`src/design/sha256_hash_engine_macros.svh`:
```
// Assertion helpers shared by the hash engine modules.
`ifndef SHA256_HASH_ENGINE_MACROS_SVH
`define SHA256_HASH_ENGINE_MACROS_SVH

// Same-cycle implication, sampled on clk, off during rst.
`define ASSERT_IMPL(name, ante, cons) \
  name: assert property (@(posedge clk) disable iff (rst) (ante) |-> (cons)) \
    else $error("sha256 engine check failed");

// Next-cycle implication, sampled on clk, off during rst.
`define ASSERT_NEXT(name, ante, cons) \
  name: assert property (@(posedge clk) disable iff (rst) (ante) |=> (cons)) \
    else $error("sha256 engine check failed");

`endif

```
`src/design/sha_pkg.sv`:
```
package sha_pkg;

  localparam int MSG_WORDS   = 16;
  localparam int CHAIN_WORDS = 8;
  localparam int ROUNDS      = 64;
  localparam int MSG_AW      = $clog2(MSG_WORDS);
  localparam int CHAIN_AW    = $clog2(CHAIN_WORDS);

  localparam logic [7:0] PAD_BYTE = 8'h80;

  typedef logic [31:0] word_t;

  typedef struct packed {
    logic                start;
    logic                dig_rd;
    logic [CHAIN_AW-1:0] dig_addr;
    logic                chain_clear;
  } core_ctrl_t;

  typedef struct packed {
    logic busy;
    logic done;
  } core_stat_t;

  function automatic word_t rotr(input word_t x, input int n);
    return (x >> n) | (x << (32 - n));
  endfunction

  function automatic word_t big_s0(input word_t x);
    return rotr(x, 2) ^ rotr(x, 13) ^ rotr(x, 22);
  endfunction

  function automatic word_t big_s1(input word_t x);
    return rotr(x, 6) ^ rotr(x, 11) ^ rotr(x, 25);
  endfunction

  function automatic word_t small_s0(input word_t x);
    return rotr(x, 7) ^ rotr(x, 18) ^ (x >> 3);
  endfunction

  function automatic word_t small_s1(input word_t x);
    return rotr(x, 17) ^ rotr(x, 19) ^ (x >> 10);
  endfunction

  function automatic word_t ch_fn(input word_t x, input word_t y, input word_t z);
    return (x & y) ^ (~x & z);
  endfunction

  function automatic word_t maj_fn(input word_t x, input word_t y, input word_t z);
    return (x & y) ^ (x & z) ^ (y & z);
  endfunction

  function automatic word_t iv_word(input logic [CHAIN_AW-1:0] i);
    word_t r;
    case (i)
      3'd0: r = 32'h6a09e667;
      3'd1: r = 32'hbb67ae85;
      3'd2: r = 32'h3c6ef372;
      3'd3: r = 32'ha54ff53a;
      3'd4: r = 32'h510e527f;
      3'd5: r = 32'h9b05688c;
      3'd6: r = 32'h1f83d9ab;
      default: r = 32'h5be0cd19;
    endcase
    return r;
  endfunction

  function automatic word_t round_k(input logic [5:0] r);
    word_t k;
    case (r)
      6'd0:  k = 32'h428a2f98;  6'd1:  k = 32'h71374491;
      6'd2:  k = 32'hb5c0fbcf;  6'd3:  k = 32'he9b5dba5;
      6'd4:  k = 32'h3956c25b;  6'd5:  k = 32'h59f111f1;
      6'd6:  k = 32'h923f82a4;  6'd7:  k = 32'hab1c5ed5;
      6'd8:  k = 32'hd807aa98;  6'd9:  k = 32'h12835b01;
      6'd10: k = 32'h243185be;  6'd11: k = 32'h550c7dc3;
      6'd12: k = 32'h72be5d74;  6'd13: k = 32'h80deb1fe;
      6'd14: k = 32'h9bdc06a7;  6'd15: k = 32'hc19bf174;
      6'd16: k = 32'he49b69c1;  6'd17: k = 32'hefbe4786;
      6'd18: k = 32'h0fc19dc6;  6'd19: k = 32'h240ca1cc;
      6'd20: k = 32'h2de92c6f;  6'd21: k = 32'h4a7484aa;
      6'd22: k = 32'h5cb0a9dc;  6'd23: k = 32'h76f988da;
      6'd24: k = 32'h983e5152;  6'd25: k = 32'ha831c66d;
      6'd26: k = 32'hb00327c8;  6'd27: k = 32'hbf597fc7;
      6'd28: k = 32'hc6e00bf3;  6'd29: k = 32'hd5a79147;
      6'd30: k = 32'h06ca6351;  6'd31: k = 32'h14292967;
      6'd32: k = 32'h27b70a85;  6'd33: k = 32'h2e1b2138;
      6'd34: k = 32'h4d2c6dfc;  6'd35: k = 32'h53380d13;
      6'd36: k = 32'h650a7354;  6'd37: k = 32'h766a0abb;
      6'd38: k = 32'h81c2c92e;  6'd39: k = 32'h92722c85;
      6'd40: k = 32'ha2bfe8a1;  6'd41: k = 32'ha81a664b;
      6'd42: k = 32'hc24b8b70;  6'd43: k = 32'hc76c51a3;
      6'd44: k = 32'hd192e819;  6'd45: k = 32'hd6990624;
      6'd46: k = 32'hf40e3585;  6'd47: k = 32'h106aa070;
      6'd48: k = 32'h19a4c116;  6'd49: k = 32'h1e376c08;
      6'd50: k = 32'h2748774c;  6'd51: k = 32'h34b0bcb5;
      6'd52: k = 32'h391c0cb3;  6'd53: k = 32'h4ed8aa4a;
      6'd54: k = 32'h5b9cca4f;  6'd55: k = 32'h682e6ff3;
      6'd56: k = 32'h748f82ee;  6'd57: k = 32'h78a5636f;
      6'd58: k = 32'h84c87814;  6'd59: k = 32'h8cc70208;
      6'd60: k = 32'h90befffa;  6'd61: k = 32'ha4506ceb;
      6'd62: k = 32'hbef9a3f7;  default: k = 32'hc67178f2;
    endcase
    return k;
  endfunction

endpackage

```
`src/design/sha_ram.sv`:
```
module sha_ram
  import sha_pkg::*;
#(
  parameter int  DEPTH = MSG_WORDS,
  parameter int  WIDTH = 32,
  localparam int AW    = $clog2(DEPTH)
) (
  input  logic             clk,
  input  logic             wr_en,
  input  logic [AW-1:0]    wr_addr,
  input  logic [WIDTH-1:0] wr_data,
  input  logic             rd_en,
  input  logic [AW-1:0]    rd_addr,
  output logic [WIDTH-1:0] rd_data
);

  logic [WIDTH-1:0] mem [DEPTH];

  always_ff @(posedge clk) begin
    if (wr_en) begin
      mem[wr_addr] <= wr_data;
    end
    if (rd_en) begin
      rd_data <= mem[rd_addr];
    end
  end

endmodule

```
`src/design/sha_core.sv`:
```
`include "sha256_hash_engine_macros.svh"

module sha_core
  import sha_pkg::*;
(
  input  logic              clk,
  input  logic              rst,
  input  core_ctrl_t        ctrl,
  output core_stat_t        stat,
  output logic              msg_rd_en,
  output logic [MSG_AW-1:0] msg_rd_addr,
  input  word_t             msg_rd_data,
  output word_t             dig_data
);

  localparam logic [1:0] CS_IDLE  = 2'd0;
  localparam logic [1:0] CS_LOAD  = 2'd1;
  localparam logic [1:0] CS_ROUND = 2'd2;
  localparam logic [1:0] CS_FOLD  = 2'd3;

  localparam logic [3:0] LAST_CNT = 4'(CHAIN_WORDS);
  localparam logic [5:0] LAST_RND = 6'(ROUNDS - 1);

  logic [1:0] state;
  logic [3:0] cnt;
  logic [3:0] cnt_m1;
  logic [5:0] rnd;

  word_t v [CHAIN_WORDS];
  word_t w [MSG_WORDS];

  logic [CHAIN_WORDS-1:0] valid;
  logic                   rd_valid;
  logic [CHAIN_AW-1:0]    rd_addr_q;

  logic                c_rd_en;
  logic [CHAIN_AW-1:0] c_rd_addr;
  word_t               c_rd_q;
  logic                c_wr_en;
  logic [CHAIN_AW-1:0] c_wr_addr;
  word_t               c_wr_data;

  word_t chain_data;
  word_t w_cur;
  word_t t1;
  word_t t2;

  sha_ram #(
    .DEPTH(CHAIN_WORDS),
    .WIDTH(32)
  ) u_chain_ram (
    .clk    (clk),
    .wr_en  (c_wr_en),
    .wr_addr(c_wr_addr),
    .wr_data(c_wr_data),
    .rd_en  (c_rd_en),
    .rd_addr(c_rd_addr),
    .rd_data(c_rd_q)
  );

  // An entry not written since reset or the last digest reads as the initial hash.
  assign chain_data = rd_valid ? c_rd_q : iv_word(rd_addr_q);
  assign dig_data   = chain_data;
  assign cnt_m1     = cnt - 4'd1;

  always_comb begin
    if (state == CS_IDLE) begin
      c_rd_en   = ctrl.dig_rd;
      c_rd_addr = ctrl.dig_addr;
    end else begin
      c_rd_en   = (state == CS_LOAD || state == CS_FOLD) && !cnt[3];
      c_rd_addr = cnt[CHAIN_AW-1:0];
    end
  end

  assign msg_rd_en   = (state == CS_LOAD && cnt == LAST_CNT) ||
                       (state == CS_ROUND && rnd < 6'(MSG_WORDS - 1));
  assign msg_rd_addr = (state == CS_LOAD) ? '0 : rnd[MSG_AW-1:0] + MSG_AW'(1);

  assign w_cur = (rnd < 6'(MSG_WORDS)) ? msg_rd_data :
                 small_s1(w[MSG_WORDS-2]) + w[MSG_WORDS-7] + small_s0(w[1]) + w[0];
  assign t1 = v[7] + big_s1(v[4]) + ch_fn(v[4], v[5], v[6]) + round_k(rnd) + w_cur;
  assign t2 = big_s0(v[0]) + maj_fn(v[0], v[1], v[2]);

  assign c_wr_en   = (state == CS_FOLD) && (cnt != 4'd0);
  assign c_wr_addr = cnt_m1[CHAIN_AW-1:0];
  assign c_wr_data = chain_data + v[0];

  assign stat.busy = (state != CS_IDLE);
  assign stat.done = (state == CS_FOLD) && (cnt == LAST_CNT);

  always_ff @(posedge clk) begin
    if (rst) begin
      state <= CS_IDLE;
      cnt   <= '0;
      rnd   <= '0;
      valid <= '0;
    end else begin
      if (ctrl.chain_clear) begin
        valid <= '0;
      end else if (c_wr_en) begin
        valid[c_wr_addr] <= 1'b1;
      end
      unique case (state)
        CS_IDLE: begin
          if (ctrl.start) begin
            state <= CS_LOAD;
            cnt   <= '0;
          end
        end
        CS_LOAD: begin
          if (cnt == LAST_CNT) begin
            state <= CS_ROUND;
            rnd   <= '0;
          end else begin
            cnt <= cnt + 4'd1;
          end
        end
        CS_ROUND: begin
          rnd <= rnd + 6'd1;
          if (rnd == LAST_RND) begin
            state <= CS_FOLD;
            cnt   <= '0;
          end
        end
        CS_FOLD: begin
          if (cnt == LAST_CNT) begin
            state <= CS_IDLE;
          end else begin
            cnt <= cnt + 4'd1;
          end
        end
        default: state <= CS_IDLE;
      endcase
    end
  end

  always_ff @(posedge clk) begin
    rd_valid  <= valid[c_rd_addr];
    rd_addr_q <= c_rd_addr;
    if ((state == CS_LOAD || state == CS_FOLD) && cnt != 4'd0) begin
      // Load shifts chain words in from the top; fold rotates so v[0] meets its entry.
      for (int i = 0; i < CHAIN_WORDS - 1; i++) begin
        v[i] <= v[i+1];
      end
      v[CHAIN_WORDS-1] <= (state == CS_LOAD) ? chain_data : v[0];
    end else if (state == CS_ROUND) begin
      v[7] <= v[6];
      v[6] <= v[5];
      v[5] <= v[4];
      v[4] <= v[3] + t1;
      v[3] <= v[2];
      v[2] <= v[1];
      v[1] <= v[0];
      v[0] <= t1 + t2;
      for (int i = 0; i < MSG_WORDS - 1; i++) begin
        w[i] <= w[i+1];
      end
      w[MSG_WORDS-1] <= w_cur;
    end
  end

  `ASSERT_IMPL(a_start_idle, ctrl.start, state == CS_IDLE)
  `ASSERT_IMPL(a_dig_idle, ctrl.dig_rd, state == CS_IDLE)
  `ASSERT_NEXT(a_round_to_fold, state == CS_ROUND && rnd == LAST_RND, state == CS_FOLD)

endmodule

```
`src/design/sha256_hash_engine.sv`:
```
// SHA-256 engine taking one message byte per input transaction: tdata[7:0] is the
// byte, tuser marks it as part of the message, and tlast ends the message (tlast
// with tuser low pads the message as it stands, so an empty message is legal). Each
// 64-byte block is stored word by word in a 16-entry message memory; once full, the
// input stalls while the round unit loads the eight chaining words from their
// memory, runs 64 rounds at one per cycle and folds the result back. On tlast the
// padding and 64-bit bit length are written one word per cycle, with a compression
// after each filled block (one or two compressions), then eight digest words leave
// on the master side, word 0 first, each fetched only after the one before it is
// taken, with tlast on word 7. After the last word the engine is back in its
// initial hash state.
`include "sha256_hash_engine_macros.svh"

module sha256_hash_engine
  import sha_pkg::*;
(
  input  logic        clk,
  input  logic        rst,
  input  logic        s_tvalid,
  output logic        s_tready,
  input  logic [7:0]  s_tdata,   // [7:0] data_byte
  input  logic        s_tuser,   // [0] byte_present
  input  logic        s_tlast,
  output logic        m_tvalid,
  input  logic        m_tready,
  output logic [39:0] m_tdata,   // [31:0] digest_word, [34:32] word_index, zero above
  output logic        m_tlast
);

  localparam logic [2:0] ST_IDLE   = 3'd0;
  localparam logic [2:0] ST_CWAIT  = 3'd1;
  localparam logic [2:0] ST_PFIRST = 3'd2;
  localparam logic [2:0] ST_PFILL  = 3'd3;
  localparam logic [2:0] ST_OREQ   = 3'd4;
  localparam logic [2:0] ST_OCAP   = 3'd5;
  localparam logic [2:0] ST_OWAIT  = 3'd6;

  localparam logic [1:0] CONT_IDLE = 2'd0;
  localparam logic [1:0] CONT_PAD  = 2'd1;
  localparam logic [1:0] CONT_FILL = 2'd2;
  localparam logic [1:0] CONT_OUT  = 2'd3;

  localparam logic [MSG_AW-1:0]   LAST_WORD  = MSG_AW'(MSG_WORDS - 1);
  localparam logic [MSG_AW-1:0]   LEN_HI     = MSG_AW'(MSG_WORDS - 2);
  localparam logic [CHAIN_AW-1:0] LAST_DIG   = CHAIN_AW'(CHAIN_WORDS - 1);

  logic [2:0]          state;
  logic [1:0]          cont;
  logic [63:0]         message_bits;
  word_t               wbuf;
  logic [MSG_AW-1:0]   widx;
  logic                extra;
  logic [CHAIN_AW-1:0] oidx;
  word_t               out_word;
  logic [CHAIN_AW-1:0] out_index;
  logic                out_last;

  logic                accept;
  logic [5:0]          pos;
  word_t               byte_word;
  word_t               pad_word;
  word_t               fill_word;
  logic                mw_en;
  logic [MSG_AW-1:0]   mw_addr;
  word_t               mw_data;
  logic                mr_en;
  logic [MSG_AW-1:0]   mr_addr;
  word_t               mr_data;
  word_t               dig_data;
  core_ctrl_t          ctrl;
  core_stat_t          stat;

  sha_ram #(
    .DEPTH(MSG_WORDS),
    .WIDTH(32)
  ) u_msg_ram (
    .clk    (clk),
    .wr_en  (mw_en),
    .wr_addr(mw_addr),
    .wr_data(mw_data),
    .rd_en  (mr_en),
    .rd_addr(mr_addr),
    .rd_data(mr_data)
  );

  sha_core u_core (
    .clk        (clk),
    .rst        (rst),
    .ctrl       (ctrl),
    .stat       (stat),
    .msg_rd_en  (mr_en),
    .msg_rd_addr(mr_addr),
    .msg_rd_data(mr_data),
    .dig_data   (dig_data)
  );

  assign s_tready = (state == ST_IDLE);
  assign accept   = s_tvalid && s_tready;
  assign pos      = message_bits[8:3];

  // Byte 0 of a word is its most significant byte.
  always_comb begin
    byte_word = wbuf;
    pad_word  = '0;
    for (int j = 0; j < 4; j++) begin
      if (2'(j) == pos[1:0]) begin
        byte_word[31-8*j -: 8] = s_tdata;
        pad_word[31-8*j -: 8]  = PAD_BYTE;
      end else if (2'(j) < pos[1:0]) begin
        pad_word[31-8*j -: 8] = wbuf[31-8*j -: 8];
      end
    end
  end

  always_comb begin
    fill_word = '0;
    if (!extra && widx == LEN_HI) begin
      fill_word = message_bits[63:32];
    end else if (!extra && widx == LAST_WORD) begin
      fill_word = message_bits[31:0];
    end
  end

  always_comb begin
    mw_en   = 1'b0;
    mw_addr = pos[5:2];
    mw_data = byte_word;
    unique case (state)
      ST_IDLE:   mw_en = accept && s_tuser && (pos[1:0] == 2'd3);
      ST_PFIRST: begin
        mw_en   = 1'b1;
        mw_data = pad_word;
      end
      ST_PFILL: begin
        mw_en   = 1'b1;
        mw_addr = widx;
        mw_data = fill_word;
      end
      default: mw_en = 1'b0;
    endcase
  end

  assign ctrl.start = (state == ST_IDLE && accept && s_tuser && pos == 6'd63) ||
                      (state == ST_PFIRST && pos[5:2] == LAST_WORD) ||
                      (state == ST_PFILL && widx == LAST_WORD);
  assign ctrl.dig_rd      = (state == ST_OREQ);
  assign ctrl.dig_addr    = oidx;
  assign ctrl.chain_clear = (state == ST_OWAIT) && m_tready && (oidx == LAST_DIG);

  assign m_tdata = {5'd0, out_index, out_word};
  assign m_tlast = out_last;

  always_ff @(posedge clk) begin
    if (rst) begin
      state        <= ST_IDLE;
      cont         <= CONT_IDLE;
      message_bits <= '0;
      widx         <= '0;
      extra        <= 1'b0;
      oidx         <= '0;
      m_tvalid     <= 1'b0;
    end else begin
      unique case (state)
        ST_IDLE: begin
          if (accept) begin
            if (s_tuser) begin
              message_bits <= message_bits + 64'd8;
            end
            if (s_tuser && pos == 6'd63) begin
              state <= ST_CWAIT;
              cont  <= s_tlast ? CONT_PAD : CONT_IDLE;
            end else if (s_tlast) begin
              state <= ST_PFIRST;
            end
          end
        end
        ST_CWAIT: begin
          if (stat.done) begin
            case (cont)
              CONT_IDLE: state <= ST_IDLE;
              CONT_PAD:  state <= ST_PFIRST;
              CONT_FILL: begin
                state <= ST_PFILL;
                widx  <= '0;
                extra <= 1'b0;
              end
              default: begin
                state <= ST_OREQ;
                oidx  <= '0;
              end
            endcase
          end
        end
        ST_PFIRST: begin
          // Pad byte at or past byte 56 leaves no room for the length here.
          extra <= (pos[5:3] == 3'b111);
          if (pos[5:2] == LAST_WORD) begin
            state <= ST_CWAIT;
            cont  <= CONT_FILL;
          end else begin
            widx  <= pos[5:2] + MSG_AW'(1);
            state <= ST_PFILL;
          end
        end
        ST_PFILL: begin
          widx <= widx + MSG_AW'(1);
          if (widx == LAST_WORD) begin
            state <= ST_CWAIT;
            cont  <= extra ? CONT_FILL : CONT_OUT;
          end
        end
        ST_OREQ: state <= ST_OCAP;
        ST_OCAP: begin
          m_tvalid <= 1'b1;
          state    <= ST_OWAIT;
        end
        ST_OWAIT: begin
          if (m_tready) begin
            m_tvalid <= 1'b0;
            if (oidx == LAST_DIG) begin
              message_bits <= '0;
              state        <= ST_IDLE;
            end else begin
              oidx  <= oidx + CHAIN_AW'(1);
              state <= ST_OREQ;
            end
          end
        end
        default: state <= ST_IDLE;
      endcase
    end
  end

  always_ff @(posedge clk) begin
    if (accept && s_tuser) begin
      wbuf <= byte_word;
    end
    if (state == ST_OCAP) begin
      out_word  <= dig_data;
      out_index <= oidx;
      out_last  <= (oidx == LAST_DIG);
    end
  end

  `ASSERT_IMPL(a_out_in_wait, m_tvalid, state == ST_OWAIT)
  `ASSERT_IMPL(a_no_intake_busy, s_tready, !stat.busy)
  `ASSERT_NEXT(a_len_cleared, m_tvalid && m_tready && m_tlast, message_bits == '0 && state == ST_IDLE)

endmodule

```
`config.mk`:
```
export PLATFORM = sky130hd
export DESIGN_NAME = sha256_hash_engine
export DESIGN_NICKNAME = d
export VERILOG_FILES = /design/src/design/sha_pkg.sv /design/src/design/sha_ram.sv /design/src/design/sha_core.sv /design/src/design/sha256_hash_engine.sv
export VERILOG_INCLUDE_DIRS = /design/src /design/src/design
export SDC_FILE = /design/constraint.sdc
export NUM_CORES = 2
export LEC_CHECK = 0
export BUFFER_PORTS_ARGS = -buffer_cell sky130_fd_sc_hd__clkbuf_2
export CORE_MARGIN = 3
export CORE_UTILIZATION = 42
export CTS_CLUSTER_SIZE = 20
export DETAILED_ROUTE_END_ITERATION = 6
export GPL_TIMING_DRIVEN = 0
export PLACE_DENSITY_LB_ADDON = 0.05
export SYNTH_ARGS = -nofsm -noshare
export SYNTH_HDL_FRONTEND = slang
export SYNTH_SLANG_ARGS = --single-unit
```
`constraint.sdc`:
```
create_clock -name clk -period 20.7 [get_ports clk]
set_input_delay 3.105 -clock clk [delete_from_list [all_inputs] [get_ports clk]]
set_output_delay 3.105 -clock clk [all_outputs]
set_load 0.03 [all_outputs]
```
==> flow_summary.json <==
{
  "yosysWarnings": 0,
  "layout.nets": 7217,
  "grtUsageMet1_pct": 37.7,
  "num_vias": 54200,
  "core_um2": 202000,
  "timing.critical_path.required_ps": 21230,
  "postRouteWirelength_mm": 272,
  "fp.dieH_um": 457,
  "gr-total-overflow": 0,
  "critPathKind": "reg -> reg",
  "port_buffers": 51,
  "violations": "max-capacitance violations, max-slew violations",
  "synthArstFlopShare_pct": 0,
  "grt_pass1_vias": 53000,
  "route.antenna.remaining_nets": 0,
  "grt_first_pass_wirelength_mm": 388,
  "fin_crit_ps": 11670,
  "die_x_um": 457,
  "fin_skew_ps": 38.4,
  "start_util_pct": 42.3,
  "grt_max_degree": 68,
  "root_buffer": "clkbuf_16",
  "cpPeakStageDelay_ps": 870,
  "cts_tree": "yes",
  "synthTopCellsByCount": "1668 x edfxtp_1, 700 x nand2_1, 311 x clkbuf_1",
  "crit_path_top_delay_cell": "o21ai_0",
  "antenna_found_initial": 19,
  "synth_edf_count": 1668,
  "path_clk_slew_ps": 60,
  "grt_util_all_layers_pct": 25.6,
  "ys_top_cells_by_area": "edfxtp_1 59%, fa_1 4.4%, mux2_2 3.5%",
  "status": "finished with violations",
  "fin_crit_sh_pct": 56.4,
  "cp-startpoint": "u_core.w[0][41]",
  "r2r-start": "u_core.w[0][41]",
  "setup_viol": 0,
  "detailed_place_hpwl_mm": 201,
  "clock_path_buffers": 3,
  "drive_above_1_share_pct": 11.5,
  "clock-sinks": 1799,
  "synth_seq_cells": 1799,
  "h-tree-depth": 4,
  "netlist_instances": 6496,
  "synth_top_area_share_pct": 58.5,
  "globalplace.congestion": 0.953,
  "dr.pass1.iters": 6,
  "drt_iter0_drc": 5475,
  "syn_area_um2": 85600,
  "crit_top_cell": "xnor2_1",
  "postCtsHoldBufs": 0,
  "post_cts_buffers": 0,
  "critPathMaxFanout": 6,
  "cts_buffers": 192,
  "drc": 0,
  "ys_seq_area_share_pct": 61.6,
  "grtUsageMet3_pct": 4.04,
  "area_delta_synth_final_pct": 13.1,
  "io_pins": 57,
  "synth_flop_cell": "edfxtp_1",
  "worstPathArrival_ps": 12200,
  "hold_viol": 0,
  "syn_avg_cell_area_um2": 13.2,
  "yosysMostFrequentCell": "edfxtp_1",
  "yosys.area.top_type": "edfxtp_1",
  "busiest_layer": "met2",
  "cts_resized": 0,
  "ys_types": 96,
  "drv_cap": 2,
  "hold_class": "reg -> reg",
  "grtUsageMet2_pct": 39.2,
  "rsz0062_at_grt": "no",
  "clk_latency_ps": 830,
  "via_per_inst": 5.61,
  "max_freq_ghz": 0.0857,
  "slew_viol_final": 13,
  "finalHoldWorstSlack_ps": 407,
  "num_rows": 165,
  "cp-end-kind": "flip-flop",
  "tightest_slew_ps": 1520,
  "max_slew_margin_pct": -2.12,
  "cp-start-kind": "flip-flop",
  "routedWlPerCell_um": 28.1,
  "fillers": 18000,
  "min_from": "u_core.w[3][56]",
  "dieArea_um2": 209000
}
final cells by class:
| class | count | area [um^2] | area share (%) |
|---|---|---|---|
| inverters | 314 | 1180 | 1.22 |
| clock buffers | 244 | 5090 | 5.26 |
| multi-input cells | 4025 | 30600 | 31.6 |
| diodes | 10 | 25.0 | 0.0259 |
| well taps | 2672 | 3340 | 3.45 |
| repair buffers | 130 | 1610 | 1.67 |
| clock inverters | 112 | 850 | 0.878 |
| flip-flops and latches | 1799 | 52700 | 54.5 |
| plain buffers | 362 | 1410 | 1.45 |
path summary, 6_finish.rpt:
| path | end | slack (ps) | cells past startpoint |
|---|---|---|---|
| setup reg to reg | u_core.v[0][31] | 9030 | 37 |
| setup / recovery | u_core.v[0][31] | 9030 | 37 |
| hold / removal | u_core.w[3][24] | 410 | 0 |
| hold reg to reg | u_core.w[3][24] | 410 | 0 |
sequential cells by signal, indices dropped and copies added (netlist names), named ones only:
name,cells
u_core.rd_addr_q,3
cont,2
u_msg_ram.mem,512
u_core.v,256
u_core.state,2
u_core.cnt,4
u_msg_ram.rd_data,32
out_index,3
widx,4
oidx,3
out_word,32
u_core.w,512
u_core.rnd,6
state,3
message_bits,61
m_tlast,1
u_core.rd_valid,1
u_core.u_chain_ram.mem,256
wbuf,32
extra,1
u_core.u_chain_ram.rd_data,32
u_core.valid,8
m_tvalid,1
logic make-up (layout without fill, tap and decap cells):
family / Yosys count / in the layout / share of synthesized area [%]
AND/OR/NAND/NOR: 1576 / 1576 / 8.24
adder cells (fa/ha/maj): 397 / 397 / 7.40
other: 1 / 15 / 0.00438
XOR/XNOR: 439 / 439 / 4.53
multiplexers: 472 / 472 / 6.54
AO/OA/AOI/OAI: 1136 / 1136 / 8.66
flip-flops: 1799 / 1799 / 61.6
buffers and inverters: 676 / 1162 / 3.02
layout by cell type, fill, tap and decap left out, types with 41 or more instances in the layout:
master,count
a211oi_1,103
a21o_1,108
a21oi_1,271
a22oi_1,41
a311oi_1,65
clkbuf_1,357
clkbuf_16,195
clkbuf_2,51
clkinv_1,46
clkinv_2,41
dfxtp_1,131
edfxtp_1,1668
fa_1,188
ha_1,190
inv_1,309
mux2_2,269
mux2i_1,160
mux4_2,43
nand2_1,700
nand3_1,226
nor2_1,286
nor2b_1,89
nor3_1,82
o21ai_0,251
xnor2_1,302
xor2_1,134
per-layer routing:
layer  share of wire, %  routed length (um)
met5                  0                   0
met4                2.9                8010
met3                6.0               16300
met2                 45              122000
met1                 46              125000
through the flow:
stage               util, %  setup slack [ps]  instance area, um^2  std cells  setup TNS (ps)
global route           47.8              8470                96800       9661               0
detailed placement     44.9              9010                90800       9300               0
finish                 47.8              9030                96800       9668               0
global placement       44.1             -9810                89200       9223         -475290
CTS                    47.8              8980                96700       9656               0
floorplan                 -              3010                85600       6500               0
critical path: cells and delay by family (launching register included):
| kind | cells | cell delay, ps |
|---|---|---|
| flops | 1 | 570 |
| buf+inv | 2 | 190 |
| compound gates | 20 | 5910 |
| fa+ha+maj | 7 | 2990 |
| simple gates | 2 | 340 |
| xor+xnor | 6 | 1370 |
Power is left out: the tool's default activity adds up to more than one toggle a clock period on the data nets, which glitch-free logic cannot reach.
